$ cat src/sv/skse_pkg.sv
// Shared operation codes, status codes and cell command type for the sorted key set.
package skse_pkg;

    // Request operation codes
    localparam logic [2:0] OP_INSERT = 3'd0;
    localparam logic [2:0] OP_REMOVE = 3'd1;
    localparam logic [2:0] OP_LOOKUP = 3'd2;
    localparam logic [2:0] OP_SUCC   = 3'd3;
    localparam logic [2:0] OP_FIRST  = 3'd4;
    localparam logic [2:0] OP_CLEAR  = 3'd5;

    // Result status codes
    localparam logic [1:0] ST_OK    = 2'd0;
    localparam logic [1:0] ST_FULL  = 2'd1;
    localparam logic [1:0] ST_NONE  = 2'd2;

    // Broadcast command to every cell in the chain
    typedef struct packed {
        logic cmp;   // latch compare flags against the request key
        logic ins;   // open a slot at the insert point and shift up
        logic rem;   // close the slot at the match and shift down
    } t_cell_cmd;

endpackage

$ cat src/sv/skse_cell.sv
// One slot of the sorted key chain: holds a key and its compare flags.
module skse_cell #(
    parameter int KW = 32
) (
    input  logic                 i_clk,
    input  skse_pkg::t_cell_cmd  i_cmd,
    input  logic [KW-1:0]        i_req_key,
    input  logic                 i_occ,
    input  logic                 i_lt_prev,
    input  logic [KW-1:0]        i_prev_key,
    input  logic [KW-1:0]        i_next_key,
    output logic [KW-1:0]        o_key,
    output logic                 o_lt,
    output logic                 o_eq,
    output logic                 o_gt
);

    logic [KW-1:0] r_key;
    logic          r_lt;
    logic          r_eq;
    logic          r_gt;

    // Latch the compare flags; an empty slot reports none of them
    always_ff @(posedge i_clk) begin
        if (i_cmd.cmp) begin
            r_lt <= i_occ && (r_key <  i_req_key);
            r_eq <= i_occ && (r_key == i_req_key);
            r_gt <= i_occ && (r_key >  i_req_key);
        end
    end

    // Shift keys at and above the insert or remove point
    always_ff @(posedge i_clk) begin
        if (i_cmd.ins && !r_lt) begin
            r_key <= i_lt_prev ? i_req_key : i_prev_key;
        end else if (i_cmd.rem && !r_lt) begin
            r_key <= i_next_key;
        end
    end

    assign o_key = r_key;
    assign o_lt  = r_lt;
    assign o_eq  = r_eq;
    assign o_gt  = r_gt;

endmodule

$ cat config.mk
export PLATFORM = sky130hd
export DESIGN_NAME = skse_cell
export DESIGN_NICKNAME = d
export VERILOG_FILES = /design/src/sv/skse_pkg.sv /design/src/sv/skse_cell.sv
export SDC_FILE = /design/constraint.sdc
export NUM_CORES = 1
export LEC_CHECK = 0
export ABC_CLOCK_PERIOD_IN_PS = 2080
export BUFFER_PORTS_ARGS = -buffer_cell sky130_fd_sc_hd__buf_4
export CORE_MARGIN = 1.5
export CORE_UTILIZATION = 40
export CTS_CLUSTER_DIAMETER = 100
export DETAILED_ROUTE_END_ITERATION = 10
export GPL_ROUTABILITY_DRIVEN = 0
export PLACE_DENSITY = 0.8
export SKIP_LAST_GASP = 1
export SLEW_MARGIN = 20
export SYNTH_ARGS = -nofsm -noshare
export SYNTH_HDL_FRONTEND = slang
export SYNTH_SLANG_ARGS = --single-unit
export TNS_END_PERCENT = 50
$ cat constraint.sdc
create_clock -name i_clk -period 2.08 [get_ports i_clk]
set_input_delay 0.312 -clock i_clk [delete_from_list [all_inputs] [get_ports i_clk]]
set_output_delay 0.312 -clock i_clk [all_outputs]
set_load 0.03 [all_outputs]
# --- Yosys cells after proc, flatten, opt, wreduce, memory -nomap -nowiden ---
# Index checks and enable logic that the tools add are counted.
classes:
  n_eq_ne: 1
  order_cmp: 2
  n_reduce_logical: 7
  n_mux: 3
ops:
  columns: ["cell", "n"]
  rows:
  - ["32-bit two-way mux", 3]
  - ["32-bit equality test", 1]
  - ["32-bit greater-than comparator", 1]
  - ["32-bit less-than comparator", 1]
  - ["1-bit logical AND", 5]
  - ["2-bit nonzero test", 1]
  - ["1-bit zero test", 1]
totals:
  register_bits: 35
  wordCells: 17

# --- Depth between registers and ports, before layout ---
# Gate-level depths: netlist of run 1.
depth:
  word_depth: 4
  mapped_depth: 7
  mapped_depth_nobuf: 7

# --- Least setup slack after synthesis of run 1 ---
# No wires, ideal clock.
synth_path:
  path_kind: "flip-flop to flip-flop"
  startpoint: "reg r_lt, in the netlist o_lt"
  endpoint: "reg r_key[0], in the netlist o_key[0] (enable)"
  stages_incl_launch_ff: 2
  period_less_slack_ns: 2.377
  slack_ns: -0.297
  setup_ns: 0.422
  arrival_ns: 1.955
  required_ns: 1.658
  cell_sequence: "edfxtp_1 -> nor2_1"
synth_between:
  elab_chain_len: 3
  word_cells_on_any_way: 4
  classes_between: "reduce/logical: 4"
synth_rtl:
  columns: ["item", "line_no", "source"]
  rows:
  - ["start: declaration", "skse_cell.sv:19", "logic r_lt;"]
  - ["start signal: assignment", "skse_cell.sv:26", "r_lt <= i_occ && (r_key < i_req_key);"]
  - ["1-bit zero test *", "skse_cell.sv:34, skse_cell.sv:36", null]
  - ["1-bit logical AND, on equally long branches", "skse_cell.sv:34, skse_cell.sv:36", null]
  - ["2-bit nonzero test (no line) *", null, null]
  - ["end signal: assignment", "skse_cell.sv:35", "r_key <= i_lt_prev ? i_req_key : i_prev_key;"]
  - ["end signal: assignment", "skse_cell.sv:37", "r_key <= i_next_key;"]
  - ["end: declaration", "skse_cell.sv:18", "logic [KW-1:0] r_key;"]
# Every way passes the cells marked *; elsewhere a longest branch is shown, timed or not.
# A chain may end at the register's enable or synchronous reset.

# --- Worst setup path in the final report of run 1 ---
layout_path:
  startpoint: "reg r_key[8], in the netlist o_key[8]"
  endpoint: "reg r_gt, in the netlist o_gt (data pin)"
layout_between:
  elab_chain_len: 2
layout_rtl:
  columns: ["item", "line_no", "source"]
  rows:
  - ["32-bit greater-than comparator", "skse_cell.sv:28", "r_gt <= i_occ && (r_key > i_req_key);"]
  - ["1-bit logical AND", "skse_cell.sv:28", null]
  - ["end signal: assignment", "skse_cell.sv:28", null]
  - ["end: declaration", "skse_cell.sv:21", "logic r_gt;"]
# No other way between the ends.

==> results of run 1 <==
[final timing paths]
kind | startpoint | endpoint | slack (ps) | cells after the start
max reg2reg | o_key[8] | o_gt | 10 | 6
min | i_cmd[2] | o_eq | 250 | 1
max | o_key[8] | o_gt | 10 | 6
min reg2reg | o_key[31] | o_gt | 940 | 4
[cells in the final DEF, fill, tap and decap left out, types with 2 or more instances in the layout]
master       n
o211ai_1     2
bufinv_16    2
edfxtp_1    35
nor4_1       2
ha_1        26
nand3_1      3
buf_4      151
clkbuf_8     5
nand4_1      8
ha_4         6
mux2i_1     32
o21ai_0     34
inv_1       33
a21oi_1     12
nand2_1     39
nor2_1       4
[timing repair]
item,4_1_cts,5_1_grt
resized for setup,6,1
hold endpoints to repair,0,0
pin swaps,7,8
setup buffers,3,5
hold buffers,0,0
endpoints found under the setup margin,1,2
[sequential cells by signal, summed over array words and instances, names as in the netlist]
register	count
o_key	32
o_eq	1
o_gt	1
o_lt	1
[cells by family after synthesis]
group / after synthesis
simple gates: 64
compound gates: 57
buf+inv: 44
flops: 35
mux: 32
fa+ha+maj: 32
[worst max-delay path: stages, from the launching register on]
cell and delay, ps:
edfxtp_1 420, ha_1 300, nand4_1 180, nor2_1 90, a221o_1 310, or3_4 340
a22o_1 200
[power by group]
part	switching, mW	total, mW	leakage (nW)	internal (mW)
Combinational	0.427	0.824	1.58	0.396
Clock	0.265	0.743	0.0644	0.478
Sequential	0.0442	0.914	0.344	0.870
Total	0.736	2.48	1.99	1.74
[final cells by class]
type,count,area (sq um)
multi-input cells,185,1430
fillers,484,2040
clock inverters,3,67.6
inverters,33,124
repair buffers,152,1150
well taps,75,93.8
flip-flops and latches,35,1050
clock buffers,5,68.8
[through the flow]
stage                     hold WS (ps)  worst slack, ps
after floorplan                    424             -145
after global placement             536            -72.0
after detailed placement           540            -92.3
after CTS                          234             32.6
after global routing               228            -50.4
final                              246             11.0
[metal layers]
layer,part of all wire [%],routed length [um],track usage [%],up-vias
li1,-,-,-,1243
met1,41,2930,25.0,1143
met2,53,3830,38.7,69
met3,4.6,331,4.57,6
met4,1.1,79,5.91,0
met5,0,0,0,-
==> metrics, run 1 <==
status=complete, no violations; Total Wirelength=7.17 mm; CP Class=reg2reg; remaining routing DRC violations=0; post-synth top area share=41.2%; Post-synth EDFFs=35; Synth cell types=29; CP Launch Type=register; syn_area_per_cell=9.67 sq um; antenna cell count=0; Die Area=6870 sq um; share of cells above drive strength 1=41.6%; maximum clock frequency=483 MHz; ys async rst share=0%; utilization after layout=66.1%; vias per inst=5.04; Synthesized Nets=398; cell area after layout=3980 sq um; pin count of the biggest net entering global routing=41; Syn. warnings=0; clk_skew=4.19 ps; Sum Neg Setup Slack=0 ps; Hold Path Class=in2reg; Synth Area in Compound Gates=12.6%; Power Density=623 nW/um^2; min Tclk post-route=2070 ps; IO Count=137; Finished Layout Cells=488; antenna violations before repair=0; Worst Path Max Fanout=3; Final setup viols=0; Worst EP required=2130 ps; grt total ovfl=0; final worst-path cycle share=99.5%; Synth area leaders=edfxtp_1, ha_1, mux2i_1; Final Power=2.48 mW; initial core utilization=42.4%; leading cell type by number of instances after synthesis=nand2_1; via count=2461; DP HPWL=5.54 mm; Clock Tree Buf Depth=2; Simple-Gate Fraction of Synth Area=11.4%; post-synthesis sequential area ratio=41.2%; Die Y=82.9 um; post-synthesis adder-cell area fraction=15.7%; Antenna Violating Nets Remaining=0; TritonRoute pass-1 iters=4; # Max-Cap Violations=0; mapped cell area=2550 sq um; CTS buffer count=5; Synth Instances=264; H-tree levels=2; post-synthesis mux area share=12.5%; CTS root buffer=clkbuf_8; max-slew violations=0; Placed Area=3710 sq um; gr usage total=21.2%; most common library cells after synthesis=nand2_1, edfxtp_1, o21ai_0, inv_1; worst skew pair latency=280 ps; Final nets=546; clock-pin slew on the worst setup and hold paths=80 ps; ys flop type=edfxtp_1; iteration-0 DRC count of the detailed router=119; Worst slew margin=62.9%; endpoint class of the critical path=register; WL/cell=14.7 um; RSZ-0062 raised after global routing=yes; chip width=82.9 um; WP data arrival=2120 ps; CTS tree=yes; Core Area=6030 sq um; Synth area leader=edfxtp_1; measured slew at the worst slew-check pin=556 ps; peak supply drop=0.441 mV; input/output buffers=136; final hold vios=0; main combinational cell family by area after synthesis=adder cells; Synth Area in XOR/XNOR=0%; P_leak=1.99 nW; first-pass GRT wire length=12.0 mm; P&R area growth vs syn=56.0%; row cnt=28; #FFs+latches synth=35; vias in the first global route=2520; CTS sink count=35; DP Cell Count=472
No activity file was read; power rests on OpenSTA's default activity.
==> run 2, diff against run 1 <==
--- a/config.mk
+++ b/config.mk
@@ -5,14 +5,17 @@
 export SDC_FILE = /design/constraint.sdc
 export NUM_CORES = 1
 export LEC_CHECK = 0
-export ABC_CLOCK_PERIOD_IN_PS = 2080
+export ABC_CLOCK_PERIOD_IN_PS = 2000
 export BUFFER_PORTS_ARGS = -buffer_cell sky130_fd_sc_hd__buf_4
+export CELL_PAD_IN_SITES_DETAIL_PLACEMENT = 1
+export CELL_PAD_IN_SITES_GLOBAL_PLACEMENT = 1
 export CORE_MARGIN = 1.5
-export CORE_UTILIZATION = 40
+export CORE_UTILIZATION = 33
+export CTS_BUF_LIST = sky130_fd_sc_hd__clkbuf_4 sky130_fd_sc_hd__clkbuf_8
 export CTS_CLUSTER_DIAMETER = 100
 export DETAILED_ROUTE_END_ITERATION = 10
 export GPL_ROUTABILITY_DRIVEN = 0
-export PLACE_DENSITY = 0.8
+export PLACE_DENSITY = 0.86
 export SKIP_LAST_GASP = 1
 export SLEW_MARGIN = 20
 export SYNTH_ARGS = -nofsm -noshare
==> constraint.sdc (replaced) <==
create_clock -name i_clk -period 2 [get_ports i_clk]
set_input_delay 0.3 -clock i_clk [delete_from_list [all_inputs] [get_ports i_clk]]
set_output_delay 0.3 -clock i_clk [all_outputs]
set_load 0.03 [all_outputs]
==> run 2 against run 1 <==
  * The run now ends with negative setup slack left
  * Cell count grew 8.4%
  * Flip-flop and latch count is the same
  * Power down 2.9%
  * Global-route usage barely moved
  * Routed wire length rose by 25%
  * First-iteration DRC count shrank 36%
  * Critical endpoint unchanged
  * Largest power group unchanged
==> metrics, run 2 (synthesis results as in run 1) <==
gr usage total=21.2% (about the same); Power Density=586 nW/um^2 (-5.9%); most common cell after layout, fill and taps aside=buf_4; slowest stage delay, CP=430 ps (about the same); # Max-Cap Violations=0 (unchanged); CTS buffer count=5 (unchanged); IO Count=137 (unchanged); WP data arrival=2140 ps (+20 ps); peak supply drop=0.321 mV (-27%); RR Endpoint=o_gt; Worst slew margin=61.4% (-1.5 points); Worst Path Max Fanout=2 (-1); share of cells above drive strength 1=44.2% (+2.5 points); iteration-0 DRC count of the detailed router=76 (-36%); instance count on the critical path=8 (+2); sequential cell area=1050 sq um (unchanged); row cnt=31 (+11%); worst reg-to-reg setup slack=-100 ps (-110 ps); final hold vios=0 (unchanged); Critical path buffers and inverters=2 (+2); max-slew violations=0 (unchanged); worst skew pair latency=280 ps (about the same); Final nets=563 (+3.1%); initial core utilization=34.7% (-7.7 points); Die Y=91.0 um (+9.7%); most frequent cells in the layout=buf_4, nand2_1, edfxtp_1; pin count of the biggest net entering global routing=65 (+59%); RSZ-0062 raised after global routing=yes; remaining routing DRC violations=0 (unchanged); Total Wirelength=8.94 mm (+25%); CTS tree=yes; antenna cell count=0 (unchanged); CTS root buffer=clkbuf_8; DP HPWL=6.70 mm (+21%); clock-pin slew on the worst setup and hold paths=80 ps (about the same); CP Launch Type=register; Multi-input gate area=1450 sq um (+1.5%); Clock Tree Buf Depth=2 (unchanged); Placed Area=3840 sq um (+3.6%); Crit. Startpoint=o_key[10]; crit path capture=o_gt; fill count=884 (+83%); via count=2641 (+7.3%); status=finished, violations left; CP Class=reg2reg; antenna violations before repair=0 (unchanged); CP max stage cell=edfxtp_1; Hold Path Class=in2reg; vias in the first global route=2973 (+18%); H-tree levels=2 (unchanged); Die Area=8280 sq um (+20%); measured slew at the worst slew-check pin=579 ps (+23.2 ps); CP Cell Sequence=ha_1, nand4_1, buf_4, nor4_2, buf_4, a21oi_2, and2_1, a22o_1; final worst-path cycle share=105% (+5.6 points); failing checks=negative setup slack; TritonRoute pass-1 iters=4 (unchanged); reg2reg start=o_key[10]; final setup margin=-101 ps (-112 ps); cell area after layout=4110 sq um (+3.2%); vias per inst=4.99 (-1.0%); grt total ovfl=0 (unchanged); Finished Layout Cells=529 (+8.4%); top cell family by delay on the critical path=simple AND/OR/NAND/NOR gates; Antenna Violating Nets Remaining=0 (unchanged); max reg flops=32 (unchanged); maximum clock frequency=476 MHz (-1.5%); P_leak=2.06 nW (+3.2%); input/output buffers=136 (unchanged); endpoint class of the critical path=register; WL/cell=16.9 um (+15%); min Tclk post-route=2100 ps (+31.7 ps); Worst EP required=2040 ps (-90 ps); chip width=91.0 um (+9.7%); worst r2r path cells=8 (+2); hold_ws=227 ps (-18.3 ps); Core Area=7370 sq um (+22%); CTS sink count=35 (unchanged); clk_skew=8.04 ps (+3.85 ps); Top cell by count, worst path=buf_4; Final setup viols=2 (+2); DP Cell Count=510 (+8.1%); first-pass GRT wire length=14.0 mm (+17%); P&R area growth vs syn=61.0%
==> run 2: per-stage QoR <==
step	setup TNS, ps	total power [mW]	setup slack [ps]	util (%)
6_report	-145	2.41	-101	55.8
2_1_floorplan	-321	1.39	-225	-
3_3_place_gp	-207	1.80	-153	52.1
4_1_cts	-66.9	2.41	-40.6	55.3
3_5_place_dp	-252	1.84	-188	52.1
5_1_grt	-345	2.55	-189	55.8
==> run 2: report_power, final <==
group | leakage (nW) | switching (mW) | internal (mW) | total [mW]
Combinational | 1.67 | 0.482 | 0.454 | 0.936
Clock | 0.0437 | 0.265 | 0.252 | 0.517
Sequential | 0.344 | 0.0507 | 0.905 | 0.956
Total | 2.06 | 0.798 | 1.61 | 2.41
==> run 2: final cells by class <==
type / instances / share of cell area, %
flip-flops and latches: 35 / 25.6
well taps: 99 / 3.01
multi-input cells: 185 / 35.2
inverters: 33 / 3.01
clock buffers: 6 / 1.86
clock inverters: 2 / 0.183
repair buffers: 169 / 31.2
==> run 2: timing repair <==
item,in CTS,in global routing
setup buffers,7,4
cloned,0,0
hold buffers,0,0
pin swaps,16,3
gates resized for setup,9,2
setup endpoints to repair,2,2
==> run 2: how the worst min path moves through the flow <==
stage               startpoint    to  cells past startpoint
finish                i_cmd[2]  o_eq                      1
floorplan             i_cmd[2]  o_eq                      0
CTS                   i_cmd[2]  o_eq                      1
detailed placement    i_cmd[2]  o_gt                      1
global route          i_cmd[2]  o_gt                      1
global placement      i_cmd[2]  o_eq                      1
==> run 2: routing by layer <==
layer	global-route usage [%]	part of all wire, %	vias up
met2	39.9	53	85
met3	2.60	3.3	25
met1	24.0	40	1252
met5	0	0	-
li1	-	-	1279
met4	8.59	3.3	0
